$ cat config.mk
export PLATFORM = sky130hd
export DESIGN_NAME = size_class_slab_allocator
export DESIGN_NICKNAME = d
export VERILOG_FILES = /design/src/scsa_pkg.sv /design/src/scsa_slab_mem.sv /design/src/scsa_engine.sv /design/src/size_class_slab_allocator.sv
export VERILOG_INCLUDE_DIRS = /design/src /design/src/src
export SDC_FILE = /design/constraint.sdc
export NUM_CORES = 1
export LEC_CHECK = 0
export BUFFER_PORTS_ARGS = -buffer_cell sky130_fd_sc_hd__buf_2
export CELL_PAD_IN_SITES_DETAIL_PLACEMENT = 1
export CELL_PAD_IN_SITES_GLOBAL_PLACEMENT = 2
export CORE_ASPECT_RATIO = 1.5
export CORE_MARGIN = 4
export CORE_UTILIZATION = 44
export CTS_CLUSTER_DIAMETER = 150
export DETAILED_ROUTE_END_ITERATION = 8
export GPL_ROUTABILITY_DRIVEN = 0
export PLACE_DENSITY = 0.81
export SLEW_MARGIN = 20
export SYNTH_ARGS = -nofsm -noshare
export SYNTH_HDL_FRONTEND = slang
export SYNTH_SLANG_ARGS = --single-unit
$ cat constraint.sdc
create_clock -name clock -period 11.5 [get_ports clock]
set_input_delay 1.15 -clock clock [delete_from_list [all_inputs] [get_ports clock]]
set_output_delay 1.15 -clock clock [all_outputs]
set_load 0.005 [all_outputs]
$ cat src/size_class_slab_allocator_assert.svh
// Assertion macros for the slab allocator, sampled on the rising clock edge.
// Checking is held off while reset is high.
`ifndef SIZE_CLASS_SLAB_ALLOCATOR_ASSERT_SVH
`define SIZE_CLASS_SLAB_ALLOCATOR_ASSERT_SVH

// The consequent must hold in the same cycle as the antecedent.
`define SCSA_ASSERT_SAME(label, ante, cons, msg) \
   label: assert property (@(posedge clock) disable iff (reset) (ante) |-> (cons)) \
      else $error(msg);

// The consequent must hold in the cycle after the antecedent.
`define SCSA_ASSERT_NEXT(label, ante, cons, msg) \
   label: assert property (@(posedge clock) disable iff (reset) (ante) |=> (cons)) \
      else $error(msg);

`endif

$ cat src/scsa_pkg.sv
package scsa_pkg;

   localparam int MAX_SLABS      = 16;
   localparam int SLOTS_PER_SLAB = 8;
   localparam int HEADER_BYTES   = 24;
   localparam int MAX_CLASS_LOG  = 12;

   localparam int IDX_W    = $clog2(MAX_SLABS);
   localparam int CNT_W    = $clog2(MAX_SLABS + 1);
   localparam int SLOT_W   = $clog2(SLOTS_PER_SLAB);
   localparam int LOG_W    = 4;
   localparam int ADDR_W   = 16;
   localparam int SIZE_W   = 13;
   localparam int POOL_W   = 17;
   localparam int END_W    = POOL_W + 1;

   localparam int POOL_LIMIT = 65536;
   localparam int SIZE_LIMIT = 1 << MAX_CLASS_LOG;

   localparam logic [SLOTS_PER_SLAB-1:0] FULL_MAP = '1;

   typedef enum logic [1:0] {
      STATUS_OK        = 2'd0,
      STATUS_NO_ROOM   = 2'd1,
      STATUS_TOO_LARGE = 2'd2
   } status_type;

   typedef enum logic {
      MODE_ALLOC = 1'b0,
      MODE_FREE  = 1'b1
   } mode_type;

   typedef enum logic [2:0] {
      ST_IDLE,
      ST_SCAN,
      ST_UPDATE,
      ST_APPEND,
      ST_DONE
   } state_type;

   typedef struct packed {
      logic [ADDR_W-1:0]         base;
      logic [LOG_W-1:0]          cls;
      logic [SLOTS_PER_SLAB-1:0] map;
      logic                      full;
   } slab_entry_type;

   typedef struct packed {
      logic                 rd_en;
      logic [IDX_W-1:0]     rd_addr;
      logic                 wr_en;
      logic [IDX_W-1:0]     wr_addr;
      slab_entry_type       wr_data;
   } mem_req_type;

   typedef struct packed {
      logic [ADDR_W-1:0] addr;
      status_type        status;
   } result_type;

   // Smallest power-of-two exponent covering size; size 0 counts as 1.
   function automatic logic [LOG_W-1:0] class_log(input logic [SIZE_W-1:0] size);
      logic [LOG_W-1:0] lg;
      lg = '0;
      for (int i = 0; i < MAX_CLASS_LOG; i++) begin
         if (((SIZE_W+1)'(1) << i) < {1'b0, size}) begin
            lg = LOG_W'(i + 1);
         end
      end
      return lg;
   endfunction

   // Lowest clear bit; 0 when every slot is taken.
   function automatic logic [SLOT_W-1:0] lowest_free(
      input logic [SLOTS_PER_SLAB-1:0] map);
      logic [SLOT_W-1:0] slot;
      slot = '0;
      for (int i = SLOTS_PER_SLAB - 1; i >= 0; i--) begin
         if (!map[i]) begin
            slot = SLOT_W'(i);
         end
      end
      return slot;
   endfunction

endpackage

$ cat src/scsa_slab_mem.sv
module scsa_slab_mem (
   input  logic                    clock,
   input  scsa_pkg::mem_req_type   mem_req,
   output scsa_pkg::slab_entry_type rd_data
);
   import scsa_pkg::*;

   slab_entry_type mem [MAX_SLABS];
   slab_entry_type rd_data_ff;

   always_ff @(posedge clock) begin
      if (mem_req.wr_en) begin
         mem[mem_req.wr_addr] <= mem_req.wr_data;
      end
   end

   always_ff @(posedge clock) begin
      if (mem_req.rd_en) begin
         rd_data_ff <= mem[mem_req.rd_addr];
      end
   end

   assign rd_data = rd_data_ff;

endmodule

$ cat src/scsa_engine.sv
module scsa_engine (
   input  logic                          clock,
   input  logic                          reset,
   input  logic                          csr_wen,
   input  logic [scsa_pkg::POOL_W-1:0]   csr_wdata,
   input  logic                          req_valid,
   output logic                          req_ready,
   input  scsa_pkg::mode_type            req_mode,
   input  logic [scsa_pkg::SIZE_W-1:0]   req_size,
   input  logic [scsa_pkg::ADDR_W-1:0]   req_addr,
   output scsa_pkg::mem_req_type         mem_req,
   input  scsa_pkg::slab_entry_type      mem_rd_data,
   output logic                          res_valid,
   input  logic                          res_ready,
   output scsa_pkg::result_type          res
);
   import scsa_pkg::*;

   state_type            state_ff, state_in;
   mode_type             mode_ff, mode_in;
   logic [LOG_W-1:0]     lg_ff, lg_in;
   logic [ADDR_W-1:0]    addr_ff, addr_in;
   logic [CNT_W-1:0]     idx_ff, idx_in;
   logic                 pend_ff, pend_in;
   logic [IDX_W-1:0]     pend_idx_ff, pend_idx_in;
   slab_entry_type       sel_ff, sel_in;
   logic [IDX_W-1:0]     sel_idx_ff, sel_idx_in;
   logic                 found_ff, found_in;
   logic [CNT_W-1:0]     count_ff, count_in;
   logic [POOL_W-1:0]    tail_ff, tail_in;
   logic [POOL_W-1:0]    pool_ff;
   result_type           res_ff, res_in;

   logic                      issue;
   logic [SLOT_W-1:0]         slot;
   logic [SLOTS_PER_SLAB-1:0] new_map;
   logic [POOL_W-1:0]         hdr_end;
   logic [ADDR_W-1:0]         offset;
   logic [ADDR_W-1:0]         pos;
   logic [END_W-1:0]          slab_end;
   logic [END_W-1:0]          pool_eff;

   always_ff @(posedge clock) begin
      if (reset) begin
         state_ff <= ST_IDLE;
         count_ff <= '0;
         tail_ff  <= '0;
         pool_ff  <= POOL_W'(4096);
         pend_ff  <= 1'b0;
         found_ff <= 1'b0;
      end else begin
         state_ff <= state_in;
         count_ff <= count_in;
         tail_ff  <= tail_in;
         pend_ff  <= pend_in;
         found_ff <= found_in;
         if (csr_wen) begin
            pool_ff <= csr_wdata;
         end
      end
   end

   always_ff @(posedge clock) begin
      mode_ff     <= mode_in;
      lg_ff       <= lg_in;
      addr_ff     <= addr_in;
      idx_ff      <= idx_in;
      pend_idx_ff <= pend_idx_in;
      sel_ff      <= sel_in;
      sel_idx_ff  <= sel_idx_in;
      res_ff      <= res_in;
   end

   // Datapath for the update and append steps, and the read-issue test of the scan
   always_comb begin
      slot     = lowest_free(sel_ff.map);
      new_map  = sel_ff.map | (SLOTS_PER_SLAB'(1) << slot);
      hdr_end  = {1'b0, sel_ff.base} + POOL_W'(HEADER_BYTES);
      offset   = ADDR_W'({1'b0, addr_ff} - hdr_end);
      pos      = offset >> sel_ff.cls;
      slab_end = END_W'(tail_ff) + END_W'(HEADER_BYTES)
               + (END_W'(SLOTS_PER_SLAB) << lg_ff);
      pool_eff = (pool_ff > POOL_W'(POOL_LIMIT)) ? END_W'(POOL_LIMIT) : END_W'(pool_ff);
      issue    = idx_ff < count_ff;
   end

   always_comb begin
      state_in    = state_ff;
      mode_in     = mode_ff;
      lg_in       = lg_ff;
      addr_in     = addr_ff;
      idx_in      = idx_ff;
      pend_in     = 1'b0;
      pend_idx_in = pend_idx_ff;
      sel_in      = sel_ff;
      sel_idx_in  = sel_idx_ff;
      found_in    = found_ff;
      count_in    = count_ff;
      tail_in     = tail_ff;
      res_in      = res_ff;
      mem_req     = '0;
      req_ready   = 1'b0;
      res_valid   = 1'b0;

      case (state_ff)
         ST_IDLE: begin
            req_ready = 1'b1;
            if (req_valid) begin
               mode_in  = req_mode;
               lg_in    = class_log(req_size);
               addr_in  = req_addr;
               idx_in   = '0;
               found_in = 1'b0;
               if (req_mode == MODE_ALLOC && req_size > SIZE_W'(SIZE_LIMIT)) begin
                  res_in   = '{addr: '0, status: STATUS_TOO_LARGE};
                  state_in = ST_DONE;
               end else begin
                  state_in = ST_SCAN;
               end
            end
         end

         // One read issued per cycle; its data is checked in the next cycle.
         ST_SCAN: begin
            if (issue) begin
               mem_req.rd_en   = 1'b1;
               mem_req.rd_addr = idx_ff[IDX_W-1:0];
               idx_in          = idx_ff + CNT_W'(1);
               pend_in         = 1'b1;
               pend_idx_in     = idx_ff[IDX_W-1:0];
            end
            if (pend_ff) begin
               if (mode_ff == MODE_ALLOC) begin
                  if (mem_rd_data.cls == lg_ff && !mem_rd_data.full) begin
                     sel_in     = mem_rd_data;
                     sel_idx_in = pend_idx_ff;
                     found_in   = 1'b1;
                     pend_in    = 1'b0;
                     state_in   = ST_UPDATE;
                  end
               end else if (mem_rd_data.base <= addr_ff) begin
                  // bases ascend, so the last match is the owning slab
                  sel_in     = mem_rd_data;
                  sel_idx_in = pend_idx_ff;
                  found_in   = 1'b1;
               end
            end else if (!issue) begin
               if (mode_ff == MODE_ALLOC) begin
                  state_in = ST_APPEND;
               end else if (found_ff) begin
                  state_in = ST_UPDATE;
               end else begin
                  res_in   = '{addr: '0, status: STATUS_OK};
                  state_in = ST_DONE;
               end
            end
         end

         ST_UPDATE: begin
            mem_req.wr_addr = sel_idx_ff;
            if (mode_ff == MODE_ALLOC) begin
               mem_req.wr_en        = 1'b1;
               mem_req.wr_data      = sel_ff;
               mem_req.wr_data.map  = new_map;
               mem_req.wr_data.full = (new_map == FULL_MAP);
               res_in.addr   = sel_ff.base + ADDR_W'(HEADER_BYTES)
                             + (ADDR_W'(slot) << lg_ff);
               res_in.status = STATUS_OK;
            end else begin
               if ({1'b0, addr_ff} >= hdr_end && pos < ADDR_W'(SLOTS_PER_SLAB)) begin
                  mem_req.wr_en        = 1'b1;
                  mem_req.wr_data      = sel_ff;
                  mem_req.wr_data.map  = sel_ff.map
                                       & ~(SLOTS_PER_SLAB'(1) << pos[SLOT_W-1:0]);
                  mem_req.wr_data.full = 1'b0;
               end
               res_in = '{addr: '0, status: STATUS_OK};
            end
            state_in = ST_DONE;
         end

         ST_APPEND: begin
            if (count_ff >= CNT_W'(MAX_SLABS) || slab_end > pool_eff) begin
               res_in = '{addr: '0, status: STATUS_NO_ROOM};
            end else begin
               mem_req.wr_en        = 1'b1;
               mem_req.wr_addr      = count_ff[IDX_W-1:0];
               mem_req.wr_data.base = tail_ff[ADDR_W-1:0];
               mem_req.wr_data.cls  = lg_ff;
               mem_req.wr_data.map  = SLOTS_PER_SLAB'(1);
               mem_req.wr_data.full = (SLOTS_PER_SLAB'(1) == FULL_MAP);
               count_in             = count_ff + CNT_W'(1);
               tail_in              = slab_end[POOL_W-1:0];
               res_in.addr          = tail_ff[ADDR_W-1:0] + ADDR_W'(HEADER_BYTES);
               res_in.status        = STATUS_OK;
            end
            state_in = ST_DONE;
         end

         ST_DONE: begin
            res_valid = 1'b1;
            if (res_ready) begin
               state_in = ST_IDLE;
            end
         end

         default: begin
            state_in = ST_IDLE;
         end
      endcase
   end

   assign res = res_ff;

endmodule

$ cat src/size_class_slab_allocator.sv
// Power-of-two size-class slab allocator over a byte pool.
// req channel: one transaction per request. tuser selects allocate (0) or
// free (1); tdata carries the requested size and the address to free.
// rsp channel: exactly one transaction per request, in request order,
// carrying the granted block address and a status code.
// csr port: a write with csr_wen sets the pool size in bytes; write only
// while no request is outstanding.
// Slab state lives in a 16-entry synchronous RAM walked one entry per cycle
// with a registered read. A request walks every slab in use, but an
// allocate that hits an early slab finishes sooner and an oversized
// allocate skips the walk. One request is in flight at a time; the next
// one is accepted in the cycle after the result moves to the output
// register.
// The result sits in an output register: a new request is accepted while it
// waits, and if rsp_tready stays low the next result is held in the engine
// until the register drains.
// Reset clears the slab count and restores the pool size to 4096 bytes;
// RAM contents are not cleared, since entries past the count are never read.
`include "size_class_slab_allocator_assert.svh"

module size_class_slab_allocator (
   input  logic        clock,
   input  logic        reset,
   input  logic        csr_wen,
   input  logic [16:0] csr_wdata,
   input  logic        req_tvalid,
   output logic        req_tready,
   input  logic [31:0] req_tdata,  // [12:0] request_size, [28:13] release_address
   input  logic [0:0]  req_tuser,  // [0] mode
   output logic        rsp_tvalid,
   input  logic        rsp_tready,
   output logic [23:0] rsp_tdata   // [15:0] block_address, [17:16] status
);
   import scsa_pkg::*;

   mem_req_type    mem_req;
   slab_entry_type mem_rd_data;
   logic           res_valid;
   logic           res_ready;
   result_type     res;

   logic           rsp_valid_ff, rsp_valid_in;
   result_type     rsp_data_ff, rsp_data_in;

   scsa_slab_mem u_mem (
      .clock   (clock),
      .mem_req (mem_req),
      .rd_data (mem_rd_data)
   );

   scsa_engine u_engine (
      .clock       (clock),
      .reset       (reset),
      .csr_wen     (csr_wen),
      .csr_wdata   (csr_wdata),
      .req_valid   (req_tvalid),
      .req_ready   (req_tready),
      .req_mode    (mode_type'(req_tuser[0])),
      .req_size    (req_tdata[SIZE_W-1:0]),
      .req_addr    (req_tdata[SIZE_W+ADDR_W-1:SIZE_W]),
      .mem_req     (mem_req),
      .mem_rd_data (mem_rd_data),
      .res_valid   (res_valid),
      .res_ready   (res_ready),
      .res         (res)
   );

   always_comb begin
      res_ready    = !rsp_valid_ff || rsp_tready;
      rsp_valid_in = (res_valid && res_ready) || (rsp_valid_ff && !rsp_tready);
      rsp_data_in  = (res_valid && res_ready) ? res : rsp_data_ff;
   end

   always_ff @(posedge clock) begin
      if (reset) begin
         rsp_valid_ff <= 1'b0;
      end else begin
         rsp_valid_ff <= rsp_valid_in;
      end
   end

   always_ff @(posedge clock) begin
      rsp_data_ff <= rsp_data_in;
   end

   assign rsp_tvalid = rsp_valid_ff;
   assign rsp_tdata  = {6'b0, rsp_data_ff.status, rsp_data_ff.addr};

   `SCSA_ASSERT_NEXT(a_busy_after_accept, req_tvalid && req_tready, !req_tready,
      "engine still ready after accepting a request")
   `SCSA_ASSERT_NEXT(a_result_loaded, res_valid && res_ready, rsp_tvalid,
      "handed-off result did not reach the output register")
   `SCSA_ASSERT_SAME(a_fail_addr_zero, res_valid && res.status != STATUS_OK,
      res.addr == '0, "failed allocate carries a nonzero address")
   `SCSA_ASSERT_SAME(a_no_write_on_result, res_valid, !mem_req.wr_en,
      "slab RAM written while a result is pending")

endmodule
==> results by group <==
Worst setup path
  • Worst path most repeated cell: o21ai_0
  • Crit path launch type: register
  • Reg2Reg Setup Slack: 4.06 ns
  • Gate family responsible for the most delay along the worst path: compound AO/OA/AOI/OAI gates
  • Largest fanout on the critical path: 29
  • Total buffers and inverters traversed by the critical path: 4
  • Required time reported for the critical path endpoint: 11.80 ns
  • Type of the worst setup path: reg -> reg
  • Largest stage delay, worst path: 0.68 ns
  • CP Capture Type: register
  • Endpoint arrival time on the critical path: 7.74 ns
  • Cell count of the worst reg-to-reg path: 26
  • End of the worst register-to-register path: u_mem.mem[1][13]
  • Launching point of the worst reg2reg path: u_engine.lg_ff[1]
  • Slowest cell on the critical path: or3_2

STA
  • Max-slew violation count: 0
  • Maximum clock frequency: 134 MHz
  • RSZ-0062 raised after global routing: false
  • Number of failing hold endpoints at the final stage: 0
  • Tcrit/Tclk final: 64.7%
  • Worst path setup slack after routing: 4.06 ns
  • Final critical-path required period: 7.44 ns
  • Hold_ws: 0.414 ns
  • Remaining max-slew budget at the tightest pin: 26.2%
  • Final setup violation count: 0
  • Sum Neg Setup Slack: 0 ns
  • Transition time at the pin with the least slew margin: 1.10 ns
  • Clk_skew: 0.0232 ns

Route
  • Iteration count of the initial detailed-routing pass: 5
  • Post-route DRC: 0
  • Final routed wire length divided by cell count: 26.7 um
  • Average via count per standard cell: 5.97
  • Via count: 18300
  • Drt total wl: 82000 um
  • Routed Antenna Nets: 0
  • Initial detailed-routing violation count: 1205

Clock network
  • Buffer type at the clock tree root: clkbuf_16
  • CTS H-tree depth: 2
  • Clock input transition at the sequential cells of the worst setup and hold paths: 0.07 ns
  • Clk_lat worst skew: 0.64 ns
  • # resized after CTS: 0
  • Post-CTS Hold Buffers: 0
  • Clock buffers created by TritonCTS: 57
  • Clock tree from TritonCTS: built
  • Post-CTS Repair Setup Buffers: 0
  • Worst-case clock buffer depth: 3
  • CTS Sinks: 633

Run
  • Number of maximum-capacitance constraint violations: 0

Run status
  • Run status: complete, no violations

Layout
  • Area growth from synthesis to layout: 12.1%
  • ANT cells: 0
  • Non-filler instance count after layout: 3069
  • Final core utilization: 49.9%
  • Fraction of layout instances using a drive strength above 1: 17.6%
  • Total number of nets in the final design: 2319

Placed design
  • Final HPWL from detailed placement: 53500 um
  • Setup Slack @ Placement: 3.93 ns
  • Cell Count Post-Placement: 2967
  • Port Buffers: 71

Synthesis
  • Average footprint of a synthesized cell: 14.2 um^2
  • Dominant synthesized flop cell: edfxtp_1
  • Cell type with the highest aggregate area in the netlist: edfxtp_1
  • Number of synthesized flops with an enable pin: 591
  • Synthesis Warnings: 0
  • Number of library cell types mapped by synthesis: 85
  • Synthesized netlist cell count: 2073
  • Area share of the largest cell type after synthesis: 60.5%
  • Share of synthesized registers carrying an async set or reset: 0%
  • Largest cells by area after synthesis: edfxtp_1, mux4_2, ha_1, dfxtp_1, nor2_1
  • Flip-flop and latch count after synthesis: 633
  • Share of the yosys chip area belonging to registers: 63.3%
  • Cell with the most instances after synthesis: edfxtp_1
  • Leading post-synthesis cells by instance count: edfxtp_1, nor2_1, nand2_1
  • Syn Std Cell Area: 0.0294 mm^2

Global route
  • Met1 Use GR: 26.7%
  • Number of global-route vias before repair: 19900
  • GRT Overall Usage: 22.9%
  • Total congestion overflow: 0
  • Busiest layer in global routing: met2
  • Met2 global-route usage: 42.0%
  • Routing usage on met3: 2.79%
  • Number of antenna violations at the first check in global routing: 0
  • Pin count of the biggest net entering global routing: 78
  • Global-route wire length before repair: 123000 um

Floorplan
  • Horizontal die dimension: 219 um
  • Starting Density: 44.5%
  • Vert. Die Dim: 324 um
  • Row count: 115
  • Die area: 0.0710 mm^2
  • Core footprint: 0.0659 mm^2
  • Count of pins on the block boundary: 81

Hold path
  • Worst hold path startpoint: u_mem.rd_data[6]
  • Min-Delay Path Class: reg -> reg
  • Hold worst-path end: u_engine.sel_ff[6]
  • Hold Path Stages: 0

Power
  • Power per cell area: 152 mW/mm^2
  • Leakage: 0.0123 uW
  • Max rail drop VDD: 120 uV
==> cells by family (layout without fill, tap and decap cells) <==
logic type	after synthesis	in the layout	synth area share (%)
adders and majority gates	115	115	4.97
buffers and inverters	180	294	2.42
AOI/OAI and AO/OA	384	384	8.82
muxes	180	180	10.4
and+or+nand+nor	514	514	8.11
DFF	633	633	63.3
other	1	6	0.0128
xor gates and xnor gates	66	66	1.99
==> power by group <==
group	total [uW]	switching, uW	internal [uW]
sequential	2590	35.7	2550
clock	1940	841	1100
combinational	486	306	180
==> stage by stage <==
step / instance area [um^2] / power, uW
6_report: 32900 / 5020
5_1_grt: 32900 / 5200
4_1_cts: 32900 / 5070
3_5_place_dp: 31000 / 3120
3_3_place_gp: 31000 / 3110
2_1_floorplan: 29400 / 2950
==> state kept, by name, summed over array words and instances, names as in the netlist <==
register,flops
u_engine.sel_ff,28
u_engine.pool_ff,17
u_engine.tail_ff,14
u_engine.pend_ff,1
u_mem.mem,464
u_engine.addr_ff,16
u_engine.mode_ff,1
u_engine.pend_idx_ff,4
u_engine.lg_ff,4
u_mem.rd_data,29
rsp_tdata,18
u_engine.state_ff,3
rsp_tvalid,1
u_engine.count_ff,5
u_engine.sel_idx_ff,4
u_engine.idx_ff,5
u_engine.res,18
u_engine.found_ff,1
==> worst max path at each step <==
stage	from	end	depth (start not counted)
global route	u_engine.lg_ff[1]	u_mem.mem[0][13]	25
detailed placement	u_engine.lg_ff[1]	u_mem.mem[1][17]	23
CTS	u_engine.lg_ff[1]	u_mem.mem[1][13]	23
floorplan	u_engine.lg_ff[2]	u_mem.mem[10][0]	28
finish	u_engine.lg_ff[1]	u_mem.mem[1][13]	26
global placement	u_engine.lg_ff[1]	u_mem.mem[2][14]	25
==> cell usage in the layout (no fill, tap or decap), types with 8 or more instances in the layout <==
cell type	n
nor2_1	171
a21oi_1	69
nor3b_1	10
a211oi_1	42
and3_1	16
nand4_1	14
dfxtp_1	42
mux4_2	96
clkbuf_1	12
buf_4	49
nand2_1	154
o21a_1	12
a22o_1	12
or3_1	11
a21o_1	22
or2_2	11
o21ai_0	58
a31oi_1	66
inv_1	70
mux2_2	30
edfxtp_1	591
clkinv_1	8
ha_1	111
a211oi_4	13
nor3_1	22
nor2b_1	15
mux2i_1	54
nand3_1	28
o22ai_1	16
clkinv_2	8
and2_1	10
xnor2_1	43
buf_2	71
xor2_1	22
clkbuf_16	60
nand2b_1	14
==> area by class of cell <==
cell class / count / area (um^2)
fill: 6543 / 33000
sequential: 633 / 18600
multi-input combinational: 1265 / 10300
clock buffer: 75 / 1590
tap: 877 / 1100
timing repair buffer: 121 / 751
clock inverter: 26 / 293
inverter: 72 / 270
==> worst register-to-register path, cell delays in order, from the launching register on <==
cell and delay (ns):
edfxtp_1 0.63, nand2b_1 0.32, or2_2 0.35, ha_1 0.28, inv_1 0.04, ha_1 0.22, inv_1 0.08, fa_1 0.21
nor2b_1 0.05, o21ai_0 0.18, a21oi_1 0.12, o21a_1 0.19, o21ai_0 0.25, a21oi_1 0.14, o31ai_1 0.29, xnor2_1 0.14
ha_1 0.31, nand3_1 0.10, o21ai_0 0.20, a31oi_1 0.06, o21ai_0 0.45, or3_2 0.68, buf_4 0.49, nand3_1 0.15
a21oi_1 0.64, nor3_2 0.12, buf_4 0.37
==> metal layers <==
metal  up-vias  wire length [um]
li1       8135                 -
met1      9441             30200
met2       575             44000
met3       180              3880
met4         0              3930
met5         -                 0
(Power assumes the default switching activity.)
